--- config.mk ---
export PLATFORM = sky130hd
export DESIGN_NAME = rgb_point_filter_unit
export DESIGN_NICKNAME = d
export VERILOG_FILES = /design/src/rpf_pkg.sv /design/src/rgb_point_filter_unit.sv
export SDC_FILE = /design/constraint.sdc
export NUM_CORES = 1
export LEC_CHECK = 0
export ABC_AREA = 1
export ABC_CLOCK_PERIOD_IN_PS = 6700
export BUFFER_PORTS_ARGS = -buffer_cell sky130_fd_sc_hd__buf_4
export CORE_MARGIN = 3
export CORE_UTILIZATION = 55
export DETAILED_ROUTE_END_ITERATION = 12
export GPL_TIMING_DRIVEN = 1
export HOLD_SLACK_MARGIN = 0.08
export PLACE_DENSITY = 0.78
export SKIP_LAST_GASP = 1
export SLEW_MARGIN = 10
export SYNTH_ARGS = -nofsm -noshare
export SYNTH_HDL_FRONTEND = slang
export SYNTH_SLANG_ARGS = --single-unit
export TNS_END_PERCENT = 1
--- constraint.sdc ---
create_clock -name i_clk -period 6.7 [get_ports i_clk]
set_input_delay 0.335 -clock i_clk [delete_from_list [all_inputs] [get_ports i_clk]]
set_output_delay 0.335 -clock i_clk [all_outputs]
set_load 0.1 [all_outputs]
--- src/rpf_pkg.sv ---
`timescale 1ns / 1ps
// ----------------------------------------------------------------------------
// RGB point filter package
// Pixel request types, filter mode codes and register indexes shared by the
// point filter unit and its port list.
// ----------------------------------------------------------------------------
package rpf_pkg;

    localparam int unsigned CHAN_W = 8;
    localparam int unsigned OFFS_W = 9;
    localparam int unsigned CFG_IDX_W = 3;
    localparam int unsigned CFG_DATA_W = 9;

    localparam logic [CHAN_W-1:0] CHAN_MAX = 8'd255;
    localparam logic [CHAN_W-1:0] THRESH_RESET = 8'd127;

    // mean = (sum * 683) >> 11 is exact for every sum below 2048
    localparam logic [9:0] DIV3_MUL = 10'd683;
    localparam int unsigned DIV3_SHIFT = 11;

    typedef enum logic [1:0] {
        MODE_THRESHOLD = 2'd0,
        MODE_GRAYSCALE = 2'd1,
        MODE_NEGATIVE  = 2'd2,
        MODE_OFFSET    = 2'd3
    } t_mode;

    typedef enum logic [CFG_IDX_W-1:0] {
        CFG_FILTER_MODE     = 3'd0,
        CFG_THRESHOLD_LEVEL = 3'd1,
        CFG_OFFSET_RED      = 3'd2,
        CFG_OFFSET_GREEN    = 3'd3,
        CFG_OFFSET_BLUE     = 3'd4
    } t_cfg_idx;

    typedef struct packed {
        logic [CHAN_W-1:0] red_in;
        logic [CHAN_W-1:0] green_in;
        logic [CHAN_W-1:0] blue_in;
    } t_pixel_in;

    typedef struct packed {
        logic [CHAN_W-1:0] red_out;
        logic [CHAN_W-1:0] green_out;
        logic [CHAN_W-1:0] blue_out;
    } t_pixel_out;

    // Add a signed offset to one channel and clamp to 0..255
    function automatic logic [CHAN_W-1:0] add_sat(
        input logic [CHAN_W-1:0] chan,
        input logic signed [OFFS_W-1:0] offs
    );
        logic signed [OFFS_W:0] sum;
        begin
            sum = $signed({2'b00, chan}) + $signed({offs[OFFS_W-1], offs});
            if (sum[OFFS_W]) begin
                add_sat = '0;
            end else if (sum[OFFS_W-1]) begin
                add_sat = CHAN_MAX;
            end else begin
                add_sat = sum[CHAN_W-1:0];
            end
        end
    endfunction

endpackage

--- src/rgb_point_filter_unit.sv ---
`timescale 1ns / 1ps
// ----------------------------------------------------------------------------
// RGB point filter unit
// Per-pixel point filter: threshold to black/white, grayscale, negative or
// saturating per-channel offset, selected by the filter mode register.
// ----------------------------------------------------------------------------
//  channel   | direction | handshake            | payload
//  ----------+-----------+----------------------+--------------------------
//  in        | input     | i_in_valid/o_in_ready| i_in_pixel  (t_pixel_in)
//  out       | output    | o_out_valid/i_out_ready | o_out_pixel (t_pixel_out)
//  cfg       | input     | i_cfg_we (no wait)   | i_cfg_idx, i_cfg_wdata
//
//  One pixel per clock sustained while i_out_ready is high; each pixel
//  passes the input register, then the filter logic into the result register.
//  Throughput is set by the two-stage register pipeline; each stage advances
//  whenever the stage after it is empty or moving.
//  A stall on the output fills both stages, then o_in_ready drops.
//  Synchronous active-low reset empties both stages and loads register
//  defaults (mode threshold, level 127, offsets zero).
// ----------------------------------------------------------------------------
module rgb_point_filter_unit (
    input  logic                                i_clk,
    input  logic                                i_rst_n,
    input  logic                                i_in_valid,
    output logic                                o_in_ready,
    input  rpf_pkg::t_pixel_in                  i_in_pixel,
    output logic                                o_out_valid,
    input  logic                                i_out_ready,
    output rpf_pkg::t_pixel_out                 o_out_pixel,
    input  logic                                i_cfg_we,
    input  logic [rpf_pkg::CFG_IDX_W-1:0]       i_cfg_idx,
    input  logic [rpf_pkg::CFG_DATA_W-1:0]      i_cfg_wdata
);
    import rpf_pkg::*;

    t_mode                    r_mode;
    logic [CHAN_W-1:0]        r_thresh;
    logic signed [OFFS_W-1:0] r_offs_red;
    logic signed [OFFS_W-1:0] r_offs_green;
    logic signed [OFFS_W-1:0] r_offs_blue;

    logic       r_s1_valid;
    t_pixel_in  r_s1_pix;
    logic       r_s2_valid;
    t_pixel_out r_s2_pix;

    logic       s2_load;
    logic [9:0] sum;
    logic [19:0] prod;
    logic [CHAN_W-1:0] mean;
    t_pixel_out n_s2_pix;

    // Configuration register writes
    always_ff @(posedge i_clk) begin
        if (!i_rst_n) begin
            r_mode       <= MODE_THRESHOLD;
            r_thresh     <= THRESH_RESET;
            r_offs_red   <= '0;
            r_offs_green <= '0;
            r_offs_blue  <= '0;
        end else if (i_cfg_we) begin
            unique case (i_cfg_idx)
                CFG_FILTER_MODE:     r_mode       <= t_mode'(i_cfg_wdata[1:0]);
                CFG_THRESHOLD_LEVEL: r_thresh     <= i_cfg_wdata[CHAN_W-1:0];
                CFG_OFFSET_RED:      r_offs_red   <= i_cfg_wdata;
                CFG_OFFSET_GREEN:    r_offs_green <= i_cfg_wdata;
                CFG_OFFSET_BLUE:     r_offs_blue  <= i_cfg_wdata;
                default: ;
            endcase
        end
    end

    // Pipeline flow control
    assign s2_load    = r_s1_valid && (!r_s2_valid || i_out_ready);
    assign o_in_ready = !r_s1_valid || s2_load;

    // Input register
    always_ff @(posedge i_clk) begin
        if (!i_rst_n) begin
            r_s1_valid <= 1'b0;
        end else if (o_in_ready) begin
            r_s1_valid <= i_in_valid;
        end
    end

    always_ff @(posedge i_clk) begin
        if (o_in_ready && i_in_valid) begin
            r_s1_pix <= i_in_pixel;
        end
    end

    // Mean of three channels by reciprocal multiply
    assign sum  = {2'b00, r_s1_pix.red_in} + {2'b00, r_s1_pix.green_in}
                + {2'b00, r_s1_pix.blue_in};
    assign prod = {10'd0, sum} * {10'd0, DIV3_MUL};
    assign mean = prod[DIV3_SHIFT +: CHAN_W];

    // Filter select
    always_comb begin
        unique case (r_mode)
            MODE_THRESHOLD: begin
                n_s2_pix.red_out = (mean < r_thresh) ? '0 : CHAN_MAX;
                n_s2_pix.green_out = n_s2_pix.red_out;
                n_s2_pix.blue_out  = n_s2_pix.red_out;
            end
            MODE_GRAYSCALE: begin
                n_s2_pix.red_out   = mean;
                n_s2_pix.green_out = mean;
                n_s2_pix.blue_out  = mean;
            end
            MODE_NEGATIVE: begin
                n_s2_pix.red_out   = CHAN_MAX - r_s1_pix.red_in;
                n_s2_pix.green_out = CHAN_MAX - r_s1_pix.green_in;
                n_s2_pix.blue_out  = CHAN_MAX - r_s1_pix.blue_in;
            end
            MODE_OFFSET: begin
                n_s2_pix.red_out   = add_sat(r_s1_pix.red_in, r_offs_red);
                n_s2_pix.green_out = add_sat(r_s1_pix.green_in, r_offs_green);
                n_s2_pix.blue_out  = add_sat(r_s1_pix.blue_in, r_offs_blue);
            end
            default: begin
                n_s2_pix = '0;
            end
        endcase
    end

    // Result register
    always_ff @(posedge i_clk) begin
        if (!i_rst_n) begin
            r_s2_valid <= 1'b0;
        end else if (s2_load) begin
            r_s2_valid <= 1'b1;
        end else if (i_out_ready) begin
            r_s2_valid <= 1'b0;
        end
    end

    always_ff @(posedge i_clk) begin
        if (s2_load) begin
            r_s2_pix <= n_s2_pix;
        end
    end

    assign o_out_valid = r_s2_valid;
    assign o_out_pixel = r_s2_pix;

`ifndef SYNTHESIS
    // A new result only appears after the input stage held a request
    a_out_from_s1: assert property (@(posedge i_clk) disable iff (!i_rst_n)
        $rose(o_out_valid) |-> $past(r_s1_valid))
        else $error("result appeared without a staged request");

    // Ready low only while the input stage is full and blocked
    a_ready_low: assert property (@(posedge i_clk) disable iff (!i_rst_n)
        !o_in_ready |-> (r_s1_valid && r_s2_valid && !i_out_ready))
        else $error("input stalled without a full pipeline");

    // Negative mode inverts every channel; this check covers red and blue
    a_negative: assert property (@(posedge i_clk) disable iff (!i_rst_n)
        (s2_load && r_mode == MODE_NEGATIVE) |=>
            (o_out_pixel.red_out == ~$past(r_s1_pix.red_in))
            && (o_out_pixel.blue_out == ~$past(r_s1_pix.blue_in)))
        else $error("negative result mismatch");

    // Threshold mode gives pure black or pure white
    a_threshold: assert property (@(posedge i_clk) disable iff (!i_rst_n)
        (s2_load && r_mode == MODE_THRESHOLD) |=>
            (o_out_pixel.red_out == o_out_pixel.green_out)
            && (o_out_pixel.red_out == o_out_pixel.blue_out)
            && (o_out_pixel.red_out == '0 || o_out_pixel.red_out == CHAN_MAX))
        else $error("threshold result not black or white");
`endif

endmodule
==> qor.yml, run 1 <==
status: "finished with violations"
violations: "negative setup slack"
fin_tns_setup_ns: -3.91
first_global_vias: 6364
post_drt_wl_per_cell_um: 16.9
critical_path_arrival_ns: 6.98
layout_common_cells: "inv_1, buf_4, nand2_1"
clk_pin_slew_ns: 0.06
cts_tree: "built"
hold_buffers: 0
min_to: "r_s1_pix[21]"
grt_usage_pct: 28.3
worstPathMaxFanout: 4
gp_congestion: 1.00
netlist_area_um2: 7130
clock.fmax_mhz: 145
worst_pin_slew_ns: 1.01
start_util_pct: 57.7
drv_cap: 0
avgSynthCellArea_um2: 8.24
core_area_um2: 12400
drt-pass1-iter-count: 5
io_pins: 67
antenna_found_initial: 0
drive_gt1_share_pct: 25.4
critPathMaxStageDelay_ns: 0.54
yosysWarnings: 0
die-width_um: 120
path_class: "reg -> reg"
die_h_um: 120
slew_violations: 0
drc: 0
clock_sinks: 87
fin_nets: 1183
diodes: 0
holdCritStartpoint: "i_in_pixel[21]"
grt_setup_unrepaired: "true"
vias: 6443
fin_cells: 1187
required_ns: 6.80
reg2reg_depth: 40
finalCriticalPeriod_ns: 6.89
post_synth_main_area_contributors: "edfxtp_1, ha_1, dfxtp_1"
wl_met2_um: 9570
timing.final.crit_share_pct: 103
grt_overflow_total: 0
drtAntennaViolNets: 0
synth_top_cell_area_share_pct: 20.2
dpl.hpwl_um: 14900
place_ws_ns: -0.284
slowest_stage: "fa_1"
hold_depth: 1
dp.cells: 1151
grt_pass1_wl_um: 31700
routed_via_density: 5.43
crit_top_cell: "inv_2"
highest_layer: "met4"
yosysSeqAreaShare_pct: 31.2
routed_wl_um: 20100
synth_seq_cells: 87
placed_area_um2: 8240
syn_inst: 866
async_flop_share_pct: 0
yosysTopAreaCell: "edfxtp_1"
reg2reg_to: "o_out_pixel[4]"
rows: 40
setup_violations: 24
die_area_um2: 14400
clockBufferDepth: 2
r2r_slack_ns: -0.19
hold_path.class: "in -> reg"
rr_startpoint: "r_s1_pix[17]"
synth_cell_types: 38
wl_met1_um: 8320
critical_path.startpoint_type: "register"
clockRootBuffer: "clkbuf_16"
cts_max_level: 3
cts_buffers: 9
port_buffers: 66
initialDrtViolationCount: 545
grt_start_max_net_pins: 39
synth-main-ff-cell: "edfxtp_1"
finalWorstSetupSlack_ns: -0.186
dr_wl_met3_um: 1550
final_common_cell: "inv_1"
clock_skew_ns: 0.00583
synth-edff-count: 48
syn_nets: 1035
hold_viol: 0
final_area_um2: 9090
syn2layout_area_growth_pct: 27.5
relSlewSlack_pct: 32.6
setup.worst_path.end_class: "register"
clk_latency_ns: 0.35
==> registers in the layout, summed over array words and instances (netlist names) <==
register	flops
o_out_pixel	24
o_out_valid	1
r_mode	2
r_offs_blue	9
r_offs_green	9
r_offs_red	9
r_s1_pix	24
r_s1_valid	1
r_thresh	8
==> layer usage <==
metal,track usage (%),up-vias
met2,47.0,268
li1,-,3128
met1,36.4,2991
met3,5.75,56
met5,0,-
met4,11.0,0
==> critical path, delay by kind of cell, from the launching register on <==
family	cells	cell delay, ns
compound gates	3	0.42
buf+inv	12	0.91
flops	1	0.42
simple gates	13	0.90
xor+xnor	2	0.39
fa+ha+maj	10	3.58
==> cell families after synthesis <==
| group | after synthesis | share of synthesized area, % |
|---|---|---|
| AO/OA/AOI/OAI | 156 | 11.9 |
| XOR/XNOR | 29 | 3.77 |
| adder cells (fa/ha/maj) | 128 | 25.9 |
| buffers and inverters | 168 | 9.30 |
| flip-flops | 87 | 31.2 |
| AND/OR/NAND/NOR | 298 | 18.0 |
==> synth_stat cells (3+ instances only) <==
cell	n
clkbuf_1	6
nor2_1	90
o21ai_0	69
o211ai_1	7
a31oi_1	6
nor3_1	7
nand2_1	140
xnor2_1	10
o21bai_1	4
nand3_1	20
ha_1	95
dfxtp_1	39
a21o_1	3
nand4_1	7
fa_1	33
edfxtp_1	48
inv_1	156
a21oi_1	58
nand2_2	22
xor2_1	17
==> metrics by stage <==
step,hold WS [ns],utilization [%]
after floorplan,0.428,-
after global placement,0.438,66.6
after detailed placement,0.441,66.6
after CTS,0.142,72.6
after global routing,0.142,73.6
final,0.155,73.6
==> area by class of cell <==
| type | instances | area [µm²] |
|---|---|---|
| well taps | 168 | 210 |
| repair buffers | 146 | 1120 |
| clock buffers | 11 | 243 |
| flip-flops and latches | 87 | 2220 |
| inverters | 159 | 597 |
| fillers | 901 | 3270 |
| clock inverters | 5 | 82.6 |
| multi-input cells | 611 | 4620 |
==> worst max-delay path by stage <==
stage                 start         endpoint  slack (ns)  cells past startpoint
2_1_floorplan   r_s1_pix[2]  o_out_pixel[12]        0.08                     32
3_3_place_gp    r_s1_pix[1]  o_out_pixel[20]       -0.21                     34
3_5_place_dp    r_s1_pix[9]  o_out_pixel[12]       -0.28                     34
4_1_cts        r_s1_pix[17]  o_out_pixel[11]       -0.04                     41
5_1_grt        r_s1_pix[17]  o_out_pixel[11]       -0.52                     40
6_report       r_s1_pix[17]   o_out_pixel[4]       -0.19                     40
==> what timing repair did <==
item,in CTS,in global routing
setup endpoints to repair,24,24
pin swaps,30,27
buffers inserted,17,4
gates resized for setup,44,34
cloned,1,0
hold endpoints to repair,0,0
Power of run 1 is left out: the tool's default activity adds up to more than one toggle a clock period on the data nets, which glitch-free logic cannot reach.
==> inputs of run 2 (changes only) <==
GPL_TIMING_DRIVEN = 0   (was 1)
==> qor.yml, run 2 (synthesized netlist as in run 1, its figures left out) <==
status: "finished with violations"
violations: "negative setup slack"
clockRootBuffer: "clkbuf_16"
grt_setup_unrepaired: "true"
drt-pass1-iter-count: 7  # +2
drc: 0  # unchanged
critPathBufInv: 12  # unchanged
crit_start: "r_s1_pix[9]"
drv_cap: 0  # unchanged
die_h_um: 120  # unchanged
clock_sinks: 87  # unchanged
slew_violations: 0  # unchanged
critical_path_arrival_ns: 7.10  # +0.12 ns
cts_tree: "built"
grt_start_max_net_pins: 25  # -36%
clockBufferDepth: 2  # unchanged
gp_congestion: 0.976  # -2.4%
post_drt_wl_per_cell_um: 17.3  # +1.9%
worst_pin_slew_ns: 1.02  # +0.00549 ns
start_util_pct: 57.7  # unchanged
io_pins: 67  # unchanged
grt_usage_pct: 26.0  # -2.3 points
clock_skew_ns: 0.00680  # +0.000973 ns
finalCriticalPeriod_ns: 7.00  # +0.118 ns
final_common_cell: "inv_1"
fin_nets: 1144  # -3.3%
clock.fmax_mhz: 143  # -1.7%
finalWorstSetupSlack_ns: -0.304  # -0.118 ns
syn2layout_area_growth_pct: 25.8
layout_common_cells: "inv_1, nand2_1, buf_4"
relSlewSlack_pct: 32.2  # -0.37 points
core_area_um2: 12400  # unchanged
setup.worst_path.end_class: "register"
critical_path.startpoint_type: "register"
critPathMaxStageDelay_ns: 0.57  # +0.03 ns
port_buffers: 65  # -1.5%
drtAntennaViolNets: 0  # unchanged
final_area_um2: 8970  # -1.4%
rr_startpoint: "r_s1_pix[9]"
seqCellArea_um2: 2220  # unchanged
multi_input_area_um2: 4780  # +3.5%
crit_top_cell: "inv_1"
slowest_stage: "fa_1"
routed_wl_um: 19800  # -1.4%
vias: 6363  # -1.2%
antenna_found_initial: 0  # unchanged
die_area_um2: 14400  # unchanged
fillers: 905  # +0.44%
cp_top_family: "adder cells"
cts_buffers: 9  # unchanged
worstPathMaxFanout: 5  # +1
placed_area_um2: 7850  # -4.8%
diodes: 0  # unchanged
grt_pass1_wl_um: 29400  # -7.3%
grt_overflow_total: 0  # unchanged
routed_via_density: 5.54  # +2.1%
first_global_vias: 6158  # -3.2%
hold_path.class: "in -> reg"
die-width_um: 120  # unchanged
fin_util_pct: 72.6  # -1.0 points
clk_pin_slew_ns: 0.06  # about the same
fin_tns_setup_ns: -5.98  # -2.07 ns
cts_max_level: 3  # unchanged
rows: 40  # unchanged
path_class: "reg -> reg"
setup_violations: 24  # unchanged
hold_viol: 0  # unchanged
initialDrtViolationCount: 438  # -20%
holdCritStartpoint: "i_in_pixel[10]"
clk_latency_ns: 0.35  # about the same
dpl.hpwl_um: 14400  # -3.4%
timing.final.crit_share_pct: 105  # +1.8 points
drive_gt1_share_pct: 24.3  # -1.1 points
required_ns: 6.80  # about the same
[run 2: changes by cell type in the layout (fill, tap and decap cells not counted), sizes merged]
cell	change
buf	-45
clkbuf	+6
bufinv	-1
clkinvlp	+1
[run 2: layer usage]
layer | wire (µm) | global-route usage, %
met1 | 8160 | 33.2
met2 | 9300 | 43.3
met3 | 1370 | 4.24
met4 | 1010 | 12.4
met5 | 0 | 0
[run 2: layout make-up]
class	count	share of cell area, %
sequential	87	24.8
tap	168	2.34
multi-input combinational	611	53.2
clock buffer	11	2.71
clock inverter	5	0.656
buffer	9	0.739
timing repair buffer	98	8.89
inverter	159	6.65
[run 2: what timing repair did]
item	in CTS	in global routing
setup endpoints to repair	24	24
endpoints found under the hold margin	0	0
pin swaps	40	45
gates resized for setup	51	54
cloned	1	0
hold buffers	0	0
setup buffers	23	8
[run 2: path summary, 6_finish.rpt]
kind,endpoint,slack (ns),cells after the start
min reg2reg,r_offs_green[6],0.46,2
max,o_out_pixel[15],-0.30,38
min,r_s1_pix[10],0.16,1
max reg2reg,o_out_pixel[15],-0.30,38
[run 2: worst reg2reg max path: cells and delay by family (launching register included)]
| kind | cells | cell delay (ns) |
|---|---|---|
| fa+ha+maj | 10 | 3.54 |
| buf+inv | 12 | 1.19 |
| simple gates | 12 | 1.02 |
| compound gates | 4 | 0.54 |
| flops | 1 | 0.46 |
[run 2: per-stage QoR]
stage | setup WS [ns] | hold slack [ns] | std cells
2_1_floorplan | 0.0849 | 0.428 | 866
3_3_place_gp | -0.711 | 0.443 | 1099
3_5_place_dp | -0.839 | 0.441 | 1100
4_1_cts | -0.281 | 0.151 | 1140
5_1_grt | -0.534 | 0.148 | 1148
6_report | -0.304 | 0.156 | 1148
Power of run 2 is left out for the same reason.
==> inputs of run 3 (changes only) <==
ABC_AREA = unset   (was 1)
==> qor.yml, run 3 <==
status: "finished with violations"
violations: "negative setup slack"
synth.most_common_cell: "ha_1"
cts_tree: "built"
critical_path_arrival_ns: 7.78  # +0.68 ns
drive_gt1_share_pct: 19.5  # -4.8 points
antenna_found_initial: 0  # unchanged
crit_top_cell: "inv_1"
yosysWarnings: 0  # unchanged
critPathMaxStageDelay_ns: 0.53  # -0.04 ns
worst_pin_slew_ns: 0.741  # -0.274 ns
critical_path.startpoint_type: "register"
syn_inst: 704  # -19%
yosysSeqAreaShare_pct: 32.1  # +0.96 points
fin_nets: 969  # -15%
clock.fmax_mhz: 130  # -9.1%
reg2reg_depth: 34  # -11%
routed_via_density: 5.74  # +3.5%
post_drt_wl_per_cell_um: 18.9  # +9.5%
dp.cells: 937  # -15%
syn_nets: 873  # -16%
path_class: "reg -> reg"
yosysTopAreaCell: "edfxtp_1"
fin_util_pct: 68.4  # -4.2 points
start_util_pct: 56.9  # -0.81 points
die_area_um2: 14000  # -2.8%
routed_wl_um: 18400  # -7.2%
synth_common_cells: "ha_1, nand2_1, inv_1, edfxtp_1"
hold_buffers: 0  # unchanged
io_pins: 67  # unchanged
hold_path.class: "in -> reg"
clk_latency_ns: 0.36  # about the same
finalWorstSetupSlack_ns: -1.00  # -0.700 ns
drc: 0  # unchanged
grt_start_max_net_pins: 25  # unchanged
die-width_um: 118  # -1.4%
clockRootBuffer: "clkbuf_16"
netlist_area_um2: 6920  # -3.0%
grt_setup_unrepaired: "true"
hold_viol: 0  # unchanged
clock_skew_ns: 0.0231  # +0.0163 ns
reg2reg_to: "o_out_pixel[6]"
setup_violations: 24  # unchanged
timing.final.crit_share_pct: 115  # +10 points
avgSynthCellArea_um2: 9.83  # +19%
worstPathMaxFanout: 6  # +1
drtAntennaViolNets: 0  # unchanged
holdCritStartpoint: "i_in_pixel[7]"
gp_congestion: 0.919  # -5.8%
cts_max_level: 3  # unchanged
diodes: 0  # unchanged
first_global_vias: 5658  # -8.1%
grt_overflow_total: 0  # unchanged
clockBufferDepth: 2  # unchanged
whs_ns: 0.155  # -0.000886 ns
hold_depth: 1  # unchanged
slowest_stage: "fa_1"
r2r_slack_ns: -1.00  # -0.70 ns
clock_sinks: 87  # unchanged
initialDrtViolationCount: 410  # -6.4%
final_area_um2: 8310  # -7.3%
synth-edff-count: 48  # unchanged
grt_pass1_wl_um: 29300  # -0.45%
rr_startpoint: "r_s1_pix[1]"
finalCriticalPeriod_ns: 7.70  # +0.700 ns
drv_cap: 0  # unchanged
slew_violations: 0  # unchanged
layout_common_cells: "nand2_1, ha_1, buf_4"
drt-pass1-iter-count: 5  # -2
die_h_um: 118  # -1.4%
vias: 5583  # -12%
synth_seq_cells: 87  # unchanged
fin_cells: 973  # -15%
clk_pin_slew_ns: 0.08  # +0.02 ns
async_flop_share_pct: 0  # unchanged
min_to: "r_s1_pix[7]"
synth-main-ff-cell: "edfxtp_1"
post_synth_main_area_contributors: "edfxtp_1, ha_1, dfxtp_1"
rows: 40  # unchanged
placed_area_um2: 7720  # -1.5%
relSlewSlack_pct: 50.6  # +18 points
grt_usage_pct: 26.7  # +0.69 points
port_buffers: 64  # -1.5%
synth_cell_types: 49  # +29%
synth_top_cell_area_share_pct: 20.8  # +0.63 points
syn2layout_area_growth_pct: 20.2
dpl.hpwl_um: 14500  # +1.1%
cts_buffers: 9  # unchanged
setup.worst_path.end_class: "register"
core_area_um2: 12200  # -1.6%
required_ns: 6.78  # -0.02 ns
[run 3: changes by cell type after synthesis, sizes merged, moves of 13 or more]
cell,before,now
nor2,91,26
a21oi,60,19
xnor2,10,25
nor2b,0,14
nand2,163,87
inv,157,85
o21ai,73,41
a211oi,2,15
o21a,0,13
o211ai,7,40
a21boi,0,37
[run 3: logic make-up after synthesis]
logic type      after synthesis  share of synthesized area (%)
compound gates              193                           20.4
simple gates                160                           10.7
fa+ha+maj                   128                           26.7
buf+inv                     100                           5.48
flops                        87                           32.1
xor+xnor                     33                           4.18
mux                           3                          0.434
[run 3: cell type report]
cell class,instances,area (µm²)
buffer,15,63.8
clock buffer,11,264
clock inverter,5,41.3
fill,966,3850
inverter,85,319
multi-input combinational,517,4550
sequential,87,2220
tap,168,210
timing repair buffer,85,646
[run 3: worst max path at each step]
stage | depth (start not counted) | endpoint | start
6_report | 34 | o_out_pixel[6] | r_s1_pix[1]
5_1_grt | 39 | o_out_pixel[6] | r_s1_pix[9]
4_1_cts | 39 | o_out_pixel[6] | r_s1_pix[1]
3_5_place_dp | 30 | o_out_pixel[0] | r_s1_pix[2]
3_3_place_gp | 28 | o_out_pixel[0] | r_s1_pix[2]
2_1_floorplan | 38 | o_out_pixel[6] | r_s1_pix[17]
[run 3: per-stage QoR]
stage | setup WS, ns | TNS [ns]
2_1_floorplan | -0.632 | -12.92
3_3_place_gp | -1.60 | -32.61
3_5_place_dp | -1.72 | -35.76
4_1_cts | -1.00 | -22.29
5_1_grt | -1.40 | -31.79
6_report | -1.00 | -22.39
[run 3: routing by layer]
layer	routed length, µm	share of wire (%)	global-route usage, %	up-vias
li1	-	-	-	2681
met1	7950	43	35.2	2665
met2	8670	47	42.6	187
met3	1170	6.3	6.22	50
met4	617	3.4	10.9	0
met5	0	0	0	-
[run 3: critical path, delay by kind of cell (launching register included)]
family	cells	cell delay, ns
xor+xnor	2	0.40
compound gates	10	1.83
simple gates	6	0.95
buf+inv	7	0.58
flops	1	0.38
fa+ha+maj	9	3.27
[run 3: what timing repair did]
action	CTS	global route
endpoints found under the setup margin	24	24
pin swaps	22	9
buffers inserted	19	1
gates resized for setup	19	3
Power of run 3 is left out for the same reason.
